## src/design/rmmm_pkg.sv

```systemverilog
// ----------------------------------------------------------------------------
// rmmm_pkg
// Shared types and constants for the rating mean/median/mode core.
// ----------------------------------------------------------------------------
`default_nettype none

package rmmm_pkg;

  localparam int NUM_BINS  = 9;
  localparam int BIN_IDX_W = 4;
  localparam int RATING_W  = 4;
  localparam int OCNT_W    = 8;
  localparam int OSUM_W    = 11;
  localparam int MEAN_W    = 12;
  localparam int FRAC_W    = 8;

  typedef enum logic [0:0] {
    ST_LOAD,
    ST_CALC
  } state_t;

  typedef struct packed {
    logic ingest;
    logic start;
    logic calc;
    logic commit;
  } ctl_cmd_t;

  typedef struct packed {
    logic done;
  } dp_stat_t;

endpackage

`default_nettype wire

```

## src/design/rmmm_ctrl.sv

```systemverilog
// ----------------------------------------------------------------------------
// rmmm_ctrl
// Controller: load phase, closing calculation pass, result hand-off.
// ----------------------------------------------------------------------------
`default_nettype none

module rmmm_ctrl
  import rmmm_pkg::*;
(
  input  logic     clk,
  input  logic     rst_n,
  input  logic     in_valid,
  input  logic     in_last_item,
  output logic     in_ready,
  output logic     out_valid,
  input  logic     out_ready,
  input  dp_stat_t stat,
  output ctl_cmd_t cmd
);

  state_t state_r, state_nxt;
  logic   out_valid_r, out_valid_nxt;
  logic   accept;
  logic   commit;

  assign accept = in_valid && in_ready;
  assign commit = (state_r == ST_CALC) && stat.done && (!out_valid_r || out_ready);

  always_comb begin
    state_nxt = state_r;
    case (state_r)
      ST_LOAD: begin
        if (accept && in_last_item) state_nxt = ST_CALC;
      end
      ST_CALC: begin
        if (commit) state_nxt = ST_LOAD;
      end
      default: state_nxt = ST_LOAD;
    endcase
  end

  always_comb begin
    in_ready   = (state_r == ST_LOAD);
    cmd.ingest = accept;
    cmd.start  = accept && in_last_item;
    cmd.calc   = (state_r == ST_CALC);
    cmd.commit = commit;
    if (commit) begin
      out_valid_nxt = 1'b1;
    end else if (out_ready) begin
      out_valid_nxt = 1'b0;
    end else begin
      out_valid_nxt = out_valid_r;
    end
  end

  assign out_valid = out_valid_r;

  always_ff @(posedge clk) begin
    if (!rst_n) begin
      state_r     <= ST_LOAD;
      out_valid_r <= 1'b0;
    end else begin
      state_r     <= state_nxt;
      out_valid_r <= out_valid_nxt;
    end
  end

endmodule

`default_nettype wire

```

## src/design/rmmm_dp.sv

```systemverilog
// ----------------------------------------------------------------------------
// rmmm_dp
// Datapath: histogram bins, count/sum, bin scan for median and mode,
// bit-serial divider for the Q4.8 mean, result register.
// ----------------------------------------------------------------------------
`default_nettype none

module rmmm_dp
  import rmmm_pkg::*;
#(
  parameter int MAX_ITEMS = 128
) (
  input  logic                clk,
  input  logic                rst_n,
  input  ctl_cmd_t            cmd,
  output dp_stat_t            stat,
  input  logic [RATING_W-1:0] in_response_value,
  output logic [OCNT_W-1:0]   out_item_count,
  output logic [OSUM_W-1:0]   out_rating_total,
  output logic [MEAN_W-1:0]   out_mean_q8,
  output logic [RATING_W-1:0] out_median_value,
  output logic [RATING_W-1:0] out_mode_value,
  output logic [OCNT_W-1:0]   out_mode_count,
  output logic                out_input_error
);

  localparam int CNT_W  = $clog2(MAX_ITEMS + 1);
  localparam int SUM_W  = $clog2(NUM_BINS * MAX_ITEMS + 1);
  localparam int DVD_W  = SUM_W + FRAC_W;
  localparam int DCNT_W = $clog2(DVD_W + 1);

  logic [CNT_W-1:0]     bins_r [NUM_BINS];
  logic [CNT_W-1:0]     count_r, count_nxt;
  logic [SUM_W-1:0]     sum_r, sum_nxt;
  logic                 err_r, err_nxt;

  logic [BIN_IDX_W-1:0] scan_idx_r;
  logic [CNT_W-1:0]     cum_r;
  logic                 found_r;
  logic [RATING_W-1:0]  med_r;
  logic [RATING_W-1:0]  mode_r;
  logic [CNT_W-1:0]     largest_r;

  logic [DCNT_W-1:0]    div_cnt_r;
  logic [DVD_W-1:0]     dvd_r;
  logic [CNT_W-1:0]     rem_r;
  logic [MEAN_W-1:0]    quo_r;

  logic                 v_ok, room, take;
  logic [BIN_IDX_W-1:0] v_idx, rd_addr;
  logic [CNT_W-1:0]     rd_data;
  logic                 scan_active, div_active;
  logic [CNT_W-1:0]     cum_sum;
  logic [CNT_W:0]       rem_sh;
  logic                 rem_ge;
  logic [CNT_W-1:0]     rem_nxt;
  logic [RATING_W-1:0]  scan_rating;
  logic [31:0]          count_ext, sum_ext, largest_ext;

  // ingest
  assign v_ok  = (in_response_value >= RATING_W'(1)) &&
                 (in_response_value <= RATING_W'(NUM_BINS));
  assign room  = (count_r < CNT_W'(MAX_ITEMS));
  assign take  = cmd.ingest && v_ok && room;
  assign v_idx = v_ok ? BIN_IDX_W'(in_response_value - RATING_W'(1)) : '0;

  assign rd_addr = cmd.calc ? scan_idx_r : v_idx;
  assign rd_data = bins_r[rd_addr];

  assign count_nxt = take ? count_r + CNT_W'(1) : count_r;
  assign sum_nxt   = take ? sum_r + SUM_W'(in_response_value) : sum_r;
  assign err_nxt   = err_r || (cmd.ingest && !take);

  // bin scan
  assign scan_active = cmd.calc && (scan_idx_r != BIN_IDX_W'(NUM_BINS));
  assign cum_sum     = cum_r + rd_data;
  assign scan_rating = RATING_W'(scan_idx_r) + RATING_W'(1);

  // restoring divider, one dividend bit per cycle
  assign div_active = cmd.calc && (div_cnt_r != DCNT_W'(DVD_W));
  assign rem_sh     = {rem_r, dvd_r[DVD_W-1]};
  assign rem_ge     = (rem_sh >= {1'b0, count_r});
  assign rem_nxt    = rem_ge ? CNT_W'(rem_sh - {1'b0, count_r}) : rem_sh[CNT_W-1:0];

  assign stat.done = cmd.calc && !scan_active && !div_active;

  always_ff @(posedge clk) begin
    if (!rst_n || cmd.commit) begin
      for (int i = 0; i < NUM_BINS; i++) begin
        bins_r[i] <= '0;
      end
      count_r <= '0;
      sum_r   <= '0;
      err_r   <= 1'b0;
    end else begin
      if (take) bins_r[rd_addr] <= rd_data + CNT_W'(1);
      count_r <= count_nxt;
      sum_r   <= sum_nxt;
      err_r   <= err_nxt;
    end
  end

  always_ff @(posedge clk) begin
    if (!rst_n) begin
      scan_idx_r <= BIN_IDX_W'(NUM_BINS);
      div_cnt_r  <= DCNT_W'(DVD_W);
    end else if (cmd.start) begin
      scan_idx_r <= '0;
      div_cnt_r  <= '0;
    end else begin
      if (scan_active) scan_idx_r <= scan_idx_r + BIN_IDX_W'(1);
      if (div_active) div_cnt_r <= div_cnt_r + DCNT_W'(1);
    end
  end

  always_ff @(posedge clk) begin
    if (cmd.start) begin
      cum_r     <= '0;
      found_r   <= 1'b0;
      med_r     <= '0;
      mode_r    <= '0;
      largest_r <= '0;
      dvd_r     <= {sum_nxt, FRAC_W'(0)};
      rem_r     <= '0;
      quo_r     <= '0;
    end else begin
      if (scan_active) begin
        cum_r <= cum_sum;
        if (!found_r && (cum_sum > (count_r >> 1))) begin
          found_r <= 1'b1;
          med_r   <= scan_rating;
        end
        if (rd_data > largest_r) begin
          largest_r <= rd_data;
          mode_r    <= scan_rating;
        end
      end
      if (div_active) begin
        dvd_r <= {dvd_r[DVD_W-2:0], 1'b0};
        rem_r <= rem_nxt;
        quo_r <= {quo_r[MEAN_W-2:0], rem_ge};
      end
    end
  end

  assign count_ext   = 32'(count_r);
  assign sum_ext     = 32'(sum_r);
  assign largest_ext = 32'(largest_r);

  always_ff @(posedge clk) begin
    if (cmd.commit) begin
      out_item_count   <= count_ext[OCNT_W-1:0];
      out_rating_total <= sum_ext[OSUM_W-1:0];
      out_mean_q8      <= (count_r == '0) ? '0 : quo_r;
      out_median_value <= med_r;
      out_mode_value   <= mode_r;
      out_mode_count   <= largest_ext[OCNT_W-1:0];
      out_input_error  <= err_r;
    end
  end

endmodule

`default_nettype wire

```

## src/design/rating_mean_median_mode_core.sv

```systemverilog
// ----------------------------------------------------------------------------
// rating_mean_median_mode_core
// Histogram-based count, sum, mean, median and mode of a set of ratings.
// ----------------------------------------------------------------------------
// Ratings 1..9 are taken one per cycle, while in_ready is high, into a
// 9-bin histogram; other values, and ratings beyond MAX_ITEMS, are dropped
// and flag input_error. After the item marked last, a closing pass runs
// before the result is registered, longer if the previous result has not
// yet been taken; its length is set by the bit-serial divider that forms
// the mean, with the 9-bin scan for median and mode running beside it.
// in_ready is low during that pass. A finished result waits in the output
// register while the next set loads; all histogram state clears when the
// result is registered.
`default_nettype none

module rating_mean_median_mode_core
  import rmmm_pkg::*;
#(
  parameter int MAX_ITEMS = 128
) (
  input  logic                clk,
  input  logic                rst_n,
  input  logic                in_valid,
  output logic                in_ready,
  input  logic [RATING_W-1:0] in_response_value,
  input  logic                in_last_item,
  output logic                out_valid,
  input  logic                out_ready,
  output logic [OCNT_W-1:0]   out_item_count,
  output logic [OSUM_W-1:0]   out_rating_total,
  output logic [MEAN_W-1:0]   out_mean_q8,
  output logic [RATING_W-1:0] out_median_value,
  output logic [RATING_W-1:0] out_mode_value,
  output logic [OCNT_W-1:0]   out_mode_count,
  output logic                out_input_error
);

  ctl_cmd_t cmd;
  dp_stat_t stat;

  rmmm_ctrl u_ctrl (
    .clk          (clk),
    .rst_n        (rst_n),
    .in_valid     (in_valid),
    .in_last_item (in_last_item),
    .in_ready     (in_ready),
    .out_valid    (out_valid),
    .out_ready    (out_ready),
    .stat         (stat),
    .cmd          (cmd)
  );

  rmmm_dp #(
    .MAX_ITEMS (MAX_ITEMS)
  ) u_dp (
    .clk               (clk),
    .rst_n             (rst_n),
    .cmd               (cmd),
    .stat              (stat),
    .in_response_value (in_response_value),
    .out_item_count    (out_item_count),
    .out_rating_total  (out_rating_total),
    .out_mean_q8       (out_mean_q8),
    .out_median_value  (out_median_value),
    .out_mode_value    (out_mode_value),
    .out_mode_count    (out_mode_count),
    .out_input_error   (out_input_error)
  );

endmodule

`default_nettype wire

```

## config.mk

```make
export PLATFORM = sky130hd
export DESIGN_NAME = rating_mean_median_mode_core
export DESIGN_NICKNAME = d
export VERILOG_FILES = /design/src/design/rmmm_pkg.sv /design/src/design/rmmm_ctrl.sv /design/src/design/rmmm_dp.sv /design/src/design/rating_mean_median_mode_core.sv
export SDC_FILE = /design/constraint.sdc
export NUM_CORES = 1
export LEC_CHECK = 0
export BUFFER_PORTS_ARGS = -buffer_cell sky130_fd_sc_hd__buf_2
export CAP_MARGIN = 25
export CORE_ASPECT_RATIO = 0.75
export CORE_UTILIZATION = 50
export DETAILED_ROUTE_END_ITERATION = 12
export GPL_TIMING_DRIVEN = 0
export PLACE_DENSITY = 0.68
export SYNTH_ARGS = -nofsm -noshare
export SYNTH_HDL_FRONTEND = slang
export SYNTH_SLANG_ARGS = --single-unit
```

## constraint.sdc

```tcl
create_clock -name clk -period 10.6 [get_ports clk]
set_input_delay 2.12 -clock clk [delete_from_list [all_inputs] [get_ports clk]]
set_output_delay 2.12 -clock clk [all_outputs]
set_load 0.01 [all_outputs]
```

; ---- After elaboration in Yosys (flattened, before gate mapping)
; Memory sizes are Yosys's and may differ from the RTL's.
; Index checks and enable logic that the tools add are counted.
; W data, S select, Z words.
[totals]
ff_bits = 135
ramBits = 72
mem_count = 1
[mem_list]
columns = memory, words, width, rd, rd_ports_with_merged_regs, write_ports, line
row1 = u_dp.bins_r, 9, 8, 1, 0, 9, rmmm_dp.sv:32  ; logic [CNT_W-1:0] bins_r [NUM_BINS];
[classes]
add_sub_neg = 8
order_cmp = 6
eq_ne = 2
n_mux = 23
n_bitwise = 2
n_reduce_logical = 30
[op_table]
columns = op, n
row1 = $mux W19, 2
row2 = $mux W4, 5
row3 = $add A8 B1 Y8 const B, 2
row4 = $mux W8, 2
row5 = $logic_and A1 B1 Y1, 13
row6 = $add A11 B4 Y11, 1
row7 = $mux W11, 1
row8 = $mux W1, 10
row9 = $mux W5, 2
row10 = $ge A9 B8 Y1, 1
row11 = $add A8 B8 Y8, 1
row12 = $gt A8 B7 Y1, 1
row13 = $gt A8 B8 Y1, 1
row14 = $logic_not A8 Y1, 1
row15 = $lt A8 B8 Y1 const B, 1
row16 = $reduce_or A8 Y1, 1
row17 = $sub A8 B8 Y8, 1
row18 = $logic_not A1 Y1, 6
row19 = $reduce_bool A2 Y1, 3
row20 = $add A5 B1 Y5 const B, 1
row21 = $ne A5 B5 Y1 const B, 1
row22 = $add A4 B1 Y4 const B, 1
row23 = $ge A4 B1 Y1 const B, 1
row24 = $le A4 B4 Y1 const B, 1
row25 = 7 further kinds, 11

; ---- Depth between registers and ports, before layout
; Gate-level depths: netlist of the first run.
[logic_depth]
word_depth = 12
depth_mapped = 23
depth_no_buf = 20

; ---- By module
; From an unflattened synthesis of the first run, not the netlist that was laid out.
[unflattened]
cells_unflattened = 1092
area_unflattened_um2 = 12174.2
[modules_own_cells]
columns = module, n_inst, cells_per_inst, area_each_um2, seq_area_each_um2
row1 = rmmm_dp, 1, 1078, 12054.1, 7096.8
row2 = rmmm_ctrl, 1, 14, 120.1, 40.0

; ---- Worst setup path before layout of the first run
; Ideal clock, no wire load.
[synth_path]
path_type = in2reg
from = input port in_response_value[1]
to = register u_dp.med_r[2]
t_arrival_ns = 6.812
setup_slack_ns = 3.665
cell_stages = 22
cell_sequence = inv_1 ha_1 nor4b_4 clkbuf_1 o311ai_0 o211ai_1 a21oi_1 nor4_2 clkbuf_1 ha_1 inv_1 fa_1 o21ai_0 a21o_1 a21oi_1 xnor2_1 ha_1 nand3_1 o22a_1 o31ai_1 a211oi_2 mux2_1
[synth_via]
elab_chain_cells = 9
elab_cells_between_ends = 11
classes_between = 2 x add/sub / 3 x order compare / 2 x mux / 3 x reduce/logical / 1 x memory
[synth_lines]
columns = item, line
row1 = "start, declared", rating_mean_median_mode_core.sv:25  ; input logic [RATING_W-1:0] in_response_value,
row2 = $ge A4 B1 Y1 or $le A4 B4 Y1 (tied branches), "rmmm_dp.sv:61, rmmm_dp.sv:62"
row3 = $logic_and A1 B1 Y1, rmmm_dp.sv:61  ; assign v_ok = (in_response_value >= RATING_W'(1)) &&
row4 = $mux W4 *, rmmm_dp.sv:65  ; assign v_idx = v_ok ? BIN_IDX_W'(in_response_value - RATING_W'(1)) : '0;
row5 = $mux W4 *, rmmm_dp.sv:67  ; assign rd_addr = cmd.calc ? scan_idx_r : v_idx;
row6 = $mem_v2 Z9 W8 *, -
row7 = net u_dp.rd_data[0], rmmm_dp.sv:51  ; logic [CNT_W-1:0] rd_data;
row8 = $add A8 B8 Y8 *, rmmm_dp.sv:76  ; assign cum_sum = cum_r + rd_data;
row9 = net u_dp.cum_sum[6], rmmm_dp.sv:53  ; logic [CNT_W-1:0] cum_sum;
row10 = $gt A8 B7 Y1 *, rmmm_dp.sv:129  ; if (!found_r && (cum_sum > (count_r >> 1))) begin
row11 = $logic_and A1 B1 Y1 *, rmmm_dp.sv:129
row12 = $reduce_and A2 Y1 (no source line) *, -
row13 = "end signal, assigned", rmmm_dp.sv:131  ; med_r <= scan_rating;
row14 = "end, declared", rmmm_dp.sv:40  ; logic [RATING_W-1:0] med_r;
; Mark *: on every way through the listed nets, which the timed path passes. The rest lies on a longest branch.
; A chain may end at the register's enable or synchronous reset.

; ---- Worst setup path in the final report of the first run
; Ends and elaborated chain as after synthesis.

==> flow_metrics.py, run 1 <==
metrics = {
    "run_status": {
        "status": "finished clean",
    },
    "critical_path": {
        "setup.worst_path.start_class": "input port",
        "cp_data_required_time_ns": 11.02,
        "critical_path_class": "in -> reg",
        "crit_cells": 23,
        "endpoint_kind": "flop",
        "critical_path.top_delay_family": "compound AO/OA/AOI/OAI gates",
        "critPathMostFrequentCell": "ha_1",
        "worstRegToRegCells": 22,
        "cp_slowest_stage_delay_ns": 0.69,
        "critPathSlowestCell": "nor3b_2",
        "path_buf_inv": 5,
        "worstPathCellList": "buf_2 -> inv_1 -> ha_1 -> nor3b_2 -> o41ai_2 -> clkbuf_1 -> o211ai_1 -> a22oi_1 -> nor4_2 -> clkbuf_1 -> ha_1 -> inv_1 -> fa_1 -> o21ai_0 -> a21o_1 -> a21oi_1 -> xnor2_1 -> ha_1 -> nand3_1 -> o22a_1 -> o31ai_1 -> a211oi_2 -> mux2_1",
        "crit_path_max_fanout": 11,
        "critPathArrivalTime_ns": 8.71,
    },
    "power_and_ir_drop": {
        "ir_worst_vdd_mv": 0.1355,
        "swShare_pct": 31.22,
        "seq_power_share_pct": 41.4,
        "switchingPower_mw": 0.9400,
        "p_int_mw": 2.071,
        "p_clk_share_pct": 33.7,
        "leakagePower_nw": 5.364,
        "powerDensity_nw_per_um2": 213.5,
        "comb_power_share_pct": 24.8,
    },
    "clocking": {
        "postCtsSetupRepairBufs": 0,
        "clockBufferDepth": 3,
        "cts-buffers-inserted": 27,
        "cts_resized": 0,
        "cts_tree": "built",
        "ctsHoldBuffers": 0,
        "cts-root-buf": "clkbuf_16",
        "cts_sinks": 263,
        "clk_pin_slew_ns": 0.06,
        "cts_max_level": 1,
        "clock_latency_ns": 0.55,
    },
    "floorplanning": {
        "die_y_um": 138.2,
        "die_area_sq_um": 25380,
        "core_area_sq_um": 24160,
        "initial_core_util_pct": 51.22,
        "rows": 49,
        "fp.dieW_um": 183.6,
        "io_pins": 59,
    },
    "global_routing": {
        "grt-ovfl-total": 0,
        "grt.total_usage_pct": 25.67,
        "grt_pass1_vias": 8594,
        "grt_pass1_wl_mm": 49.54,
        "grt_max_degree": 45,
        "antenna_found_initial": 2,
    },
    "synthesis": {
        "synth_common_cells": "187 x edfxtp_1, 140 x nand2_1, 133 x nor2_1",
        "syn_nets": 1214,
        "syn_area_per_cell_sq_um": 10.68,
        "synth_top_area_share_pct": 45.39,
        "synth_edf_count": 187,
        "ys_top_cells_by_area": "edfxtp_1 45%, dfxtp_1 12%, ha_1 4.4%",
        "yosys_warnings": 0,
        "ys_seq_area_share_pct": 57.69,
        "yosysMostFrequentCell": "edfxtp_1",
        "ys.flop_type": "edfxtp_1",
        "syn_inst": 1158,
        "ys_ff_latch": 263,
        "synthArstFlopShare_pct": 0,
        "synth_area_sq_um": 12370,
        "yosysTopAreaCell": "edfxtp_1",
        "ys_types": 66,
    },
    "detailed_routing": {
        "drt_pass1_iterations": 5,
        "ant_nets": 0,
        "drc": 0,
        "drt-wirelength-per-cell_um": 20.15,
        "vias": 9294,
        "drtIter0Drc": 948,
        "postRouteWirelength_mm": 32.38,
        "via_per_inst": 5.783,
    },
    "placement": {
        "gp_congestion": 0.8854,
        "place_ws_ns": 2.040,
        "portBuffers": 57,
        "dpl.hpwl_mm": 23.01,
    },
    "timing": {
        "grt_setup_unrepaired": "false",
        "tightest_slew_ns": 1.024,
        "fin_crit_sh_pct": 78.26,
        "maxSlewHeadroom_pct": 31.15,
        "layout_min_cycle_time_ns": 8.296,
        "final-setup-viol-count": 0,
        "setup_ws_ns": 2.304,
        "hold_slack_ns": 0.4304,
        "hold_viol_final": 0,
        "fmax_ghz": 0.1205,
        "fin_setup_tns_ns": 0,
        "final.setup_skew_ns": 0.02425,
        "slew_viol_final": 0,
    },
    "cells_and_area": {
        "nets": 1309,
        "drive_above_1_share_pct": 11.38,
        "area_delta_synth_final_pct": 13.99,
    },
    "worst_hold_path": {
        "hold_depth": 0,
        "hp-class": "reg -> reg",
    },
    "run": {
        "maxCapViolations": 0,
    },
}
[power by group through the flow]
stage / clock network, mW / logic (mW) / registers [mW]
2_1_floorplan: 0 / 0.507 / 1.26
3_3_place_gp: 0 / 0.699 / 1.27
3_5_place_dp: 0 / 0.722 / 1.27
4_1_cts: 1.02 / 0.725 / 1.25
5_1_grt: 1.06 / 0.824 / 1.26
6_report: 1.02 / 0.747 / 1.25
[metal layers]
metal  global-route usage [%]  part of all wire [%]  wire, um
met1                    39.71                    46     14800
met2                    35.96                    41     13400
met3                    6.296                    11      3564
met4                    6.053                   1.9       613
met5                        0                     0         0
[logic make-up after synthesis]
logic type / after synthesis / share of synthesized area [%]
compound gates: 217 / 12.52
mux: 14 / 1.143
xor+xnor: 32 / 2.326
flops: 263 / 57.69
simple gates: 429 / 16.31
fa+ha+maj: 47 / 4.935
buf+inv: 156 / 5.077
[layout by cell type (no fill, tap or decap), types with 4 or more instances in the layout]
cell type / count
bufinv_16: 6
inv_1: 87
buf_4: 12
o211ai_1: 45
a21oi_1: 48
o311ai_0: 40
nand2_1: 140
dfxtp_1: 76
a221o_1: 4
nor2b_1: 15
nor2_1: 133
mux2i_1: 13
nand4_1: 15
a22oi_1: 12
clkbuf_16: 27
a21o_1: 6
a211oi_1: 4
edfxtp_1: 187
ha_1: 44
or3_1: 5
clkbuf_1: 55
xnor2_1: 18
clkinv_2: 7
nand3_1: 56
o21ai_0: 32
nor3_1: 16
xor2_1: 13
o21a_1: 4
and2_1: 17
nand2b_1: 5
buf_2: 64
[metrics by stage]
stage                     std cells  instance area (sq um)  utilization, %  total power, mW
after floorplan                1158                  12370               -            1.766
after CTS                      1600                  14060           58.19            2.995
after global routing           1605                  14100           58.36            3.141
final                          1607                  14100           58.38            3.011
after global placement         1546                  13070           54.11            1.967
after detailed placement       1550                  13110           54.29            1.990
[final timing paths]
check / from / endpoint / slack [ns]
min: u_dp.med_r[3] / u_dp.out_median_value[3] / 0.43
max: in_response_value[1] / u_dp.med_r[2] / 2.30
min reg2reg: u_dp.med_r[3] / u_dp.out_median_value[3] / 0.43
max reg2reg: u_ctrl.state_r / u_dp.med_r[2] / 4.05
[worst reg2reg max path: stages, from the launching register on]
cell and delay [ns]:
dfxtp_1 0.29, buf_2 0.16, nand2_1 0.23, clkbuf_1 0.42, clkbuf_1 0.50, o311ai_0 0.29, o211ai_1 0.17, a21oi_1 0.11
nor4_2 0.56, clkbuf_1 0.66, ha_1 0.29, inv_1 0.06, fa_1 0.41, o21ai_0 0.36, a21o_1 0.18, a21oi_1 0.07
xnor2_1 0.20, ha_1 0.28, nand3_1 0.09, o22a_1 0.12, o31ai_1 0.11, a211oi_2 0.46, mux2_1 0.38
[area by class of cell]
| cell class | instances | area, sq um |
|---|---|---|
| Multi-Input combinational cell | 739 | 4607 |
| Clock buffer | 33 | 698.2 |
| Fill cell | 2092 | 10050 |
| Buffer | 66 | 290.3 |
| Tap cell | 331 | 414.1 |
| Antenna cell | 2 | 5.005 |
| Sequential cell | 263 | 7137 |
| Clock inverter | 17 | 244.0 |
| Timing Repair Buffer | 66 | 369.1 |
| Inverter | 90 | 337.8 |
[flip-flops by register name (all words and copies together) (netlist names), 5 cells and up]
name and count:
u_dp.out_mode_count 8, u_dp.sum_r 11, u_dp.out_rating_total 11, u_dp.count_r 8, u_dp.bins_r 128, u_dp.quo_r 12
u_dp.largest_r 8, u_dp.dvd_r 11, u_dp.cum_r 8, u_dp.rem_r 8, u_dp.div_cnt_r 5, u_dp.out_item_count 8
u_dp.out_mean_q8 12
No activity file was read; power rests on OpenSTA's default activity.
==> run 2: changes to the inputs <==
==> constraint.sdc (replaced) <==
create_clock -name clk -period 7.8 [get_ports clk]
set_input_delay 1.56 -clock clk [delete_from_list [all_inputs] [get_ports clk]]
set_output_delay 1.56 -clock clk [all_outputs]
set_load 0.01 [all_outputs]
==> run 2 against run 1 <==
  * Cell count stayed put
  * Combinational power is 37% higher
  * Setup slack worse by 2.0 ns
  * Clock skew is 0.0014 ns lower
  * Critical path depth stayed put
==> flow_metrics.py, run 2 (same netlist as run 1, synthesis figures left out) <==
metrics = {
    "clocking": {
        "postCtsSetupRepairBufs": 0,
        "cts_resized": 0,
        "cts_sinks": 263,
        "clk_pin_slew_ns": 0.06,
        "clockBufferDepth": 3,
        "cts_max_level": 1,
        "cts_tree": "built",
        "cts-buffers-inserted": 27,
        "ctsHoldBuffers": 0,
        "cts-root-buf": "clkbuf_16",
        "clock_latency_ns": 0.55,
    },
    "cells_and_area": {
        "reg_top3": "u_dp.bins_r (128), u_dp.out_mean_q8 (12), u_dp.quo_r (12)",
        "drive_above_1_share_pct": 11.46,
        "layout_commonest_cell": "edfxtp_1",
        "fin_cells": 1607,
        "area_delta_synth_final_pct": 14.00,
        "regMostFlops": "u_dp.bins_r",
        "final_util_pct": 58.39,
        "largest_reg_flops": 128,
        "mostFrequentLayoutCells": "187 x edfxtp_1, 140 x nand2_1, 133 x nor2_1",
        "nets": 1309,
    },
    "power_and_ir_drop": {
        "powerDensity_nw_per_um2": 290.0,
        "ir_worst_vdd_mv": 0.1837,
        "leakagePower_nw": 5.367,
    },
    "global_routing": {
        "grt.total_usage_pct": 25.67,
        "antenna_found_initial": 2,
        "grt_pass1_vias": 8594,
        "grt_max_degree": 45,
        "grt-ovfl-total": 0,
        "grt_pass1_wl_mm": 49.54,
    },
    "critical_path": {
        "endpoint_kind": "flop",
        "critPathSlowestCell": "nor3b_2",
        "setup.worst_path.start_class": "input port",
        "critPathArrivalTime_ns": 7.87,
        "critPathMostFrequentCell": "ha_1",
        "cp_slowest_stage_delay_ns": 0.70,
        "worstPathCellList": "buf_2 -> inv_1 -> ha_1 -> nor3b_2 -> o41ai_2 -> clkbuf_1 -> o211ai_1 -> a22oi_1 -> nor4_2 -> clkbuf_2 -> ha_1 -> inv_1 -> fa_1 -> o21ai_0 -> a21o_1 -> a21oi_1 -> xnor2_1 -> ha_1 -> nand3_1 -> o22a_1 -> o31ai_1 -> a211oi_2 -> mux2_1",
        "crit_path_max_fanout": 11,
        "path_buf_inv": 5,
        "cp_data_required_time_ns": 8.22,
        "critical_path_class": "in -> reg",
        "critical_path.top_delay_family": "compound AO/OA/AOI/OAI gates",
    },
    "detailed_routing": {
        "postRouteWirelength_mm": 32.39,
        "via_per_inst": 5.776,
        "drc": 0,
        "drt-wirelength-per-cell_um": 20.16,
        "drt_pass1_iterations": 5,
        "vias": 9282,
        "ant_nets": 0,
        "drtIter0Drc": 952,
    },
    "floorplanning": {
        "io_pins": 59,
        "die_area_sq_um": 25380,
        "rows": 49,
        "fp.dieW_um": 183.6,
        "core_area_sq_um": 24160,
        "initial_core_util_pct": 51.22,
        "die_y_um": 138.2,
    },
    "run": {
        "maxCapViolations": 0,
    },
    "timing": {
        "slew_viol_final": 0,
        "hold_viol_final": 0,
        "maxSlewHeadroom_pct": 31.17,
        "final.setup_skew_ns": 0.02284,
        "final-setup-viol-count": 0,
        "grt_setup_unrepaired": "false",
        "fin_setup_tns_ns": 0,
        "hold_slack_ns": 0.4303,
        "fmax_ghz": 0.1341,
        "layout_min_cycle_time_ns": 7.456,
        "fin_crit_sh_pct": 95.59,
        "tightest_slew_ns": 1.024,
    },
    "worst_hold_path": {
        "hp-class": "reg -> reg",
    },
    "placement": {
        "gp_congestion": 0.8854,
        "dp_cells": 1550,
        "dpl.hpwl_mm": 23.01,
        "portBuffers": 57,
    },
    "run_status": {
        "status": "finished clean",
    },
}
## run 2: final cells by class
| type | count | area, sq um |
|---|---|---|
| Clock buffer | 33 | 698.2 |
| Timing Repair Buffer | 66 | 369.1 |
| Multi-Input combinational cell | 739 | 4607 |
| Fill cell | 2091 | 10050 |
| Inverter | 90 | 337.8 |
| Clock inverter | 17 | 244.0 |
| Buffer | 66 | 291.5 |
| Tap cell | 331 | 414.1 |
| Antenna cell | 2 | 5.005 |
| Sequential cell | 263 | 7137 |
## run 2: stage by stage
stage          total power, mW  setup slack (ns)  instance area (sq um)
2_1_floorplan            2.400             1.425                  12370
3_3_place_gp             2.673           -0.1637                  13070
3_5_place_dp             2.705           -0.2005                  13110
4_1_cts                  4.070            0.2731                  14060
5_1_grt                  4.269           0.05399                  14100
6_report                 4.090            0.3439                  14100
## run 2: power breakdown
group	switching, mW	leakage (nW)	internal, mW
Combinational	0.676	2.47	0.339
Sequential	0.0563	2.43	1.64
Clock	0.543	0.462	0.836
## run 2: worst paths after layout
kind | startpoint | endpoint | slack, ns | cells past startpoint
worst max register to register | u_ctrl.state_r | u_dp.med_r[2] | 1.54 | 22
worst max-delay path | in_response_value[1] | u_dp.med_r[2] | 0.34 | 23
worst min-delay path | u_dp.med_r[3] | u_dp.out_median_value[3] | 0.43 | 0
worst min register to register | u_dp.med_r[3] | u_dp.out_median_value[3] | 0.43 | 0
## run 2: worst reg2reg max path, stage by stage, from the launching register on
cell      delay [ns]
dfxtp_1         0.29
buf_2           0.16
nand2_1         0.23
clkbuf_1        0.42
clkbuf_1        0.50
o311ai_0        0.29
o211ai_1        0.17
a21oi_1         0.11
nor4_2          0.56
clkbuf_2        0.44
ha_1            0.24
inv_1           0.06
fa_1            0.41
o21ai_0         0.36
a21o_1          0.18
a21oi_1         0.07
xnor2_1         0.20
ha_1            0.28
nand3_1         0.09
o22a_1          0.12
o31ai_1         0.11
a211oi_2        0.46
mux2_1          0.38
## run 2: per-layer routing
layer / GRT usage, % / vias up / wire length (um) / share of wire, %
met3: 6.296 / 61 / 3560 / 11
li1: - / 4364 / - / -
met4: 6.053 / 0 / 622 / 1.9
met5: 0 / - / 0 / 0
met1: 39.71 / 4434 / 14840 / 46
met2: 35.96 / 423 / 13370 / 41
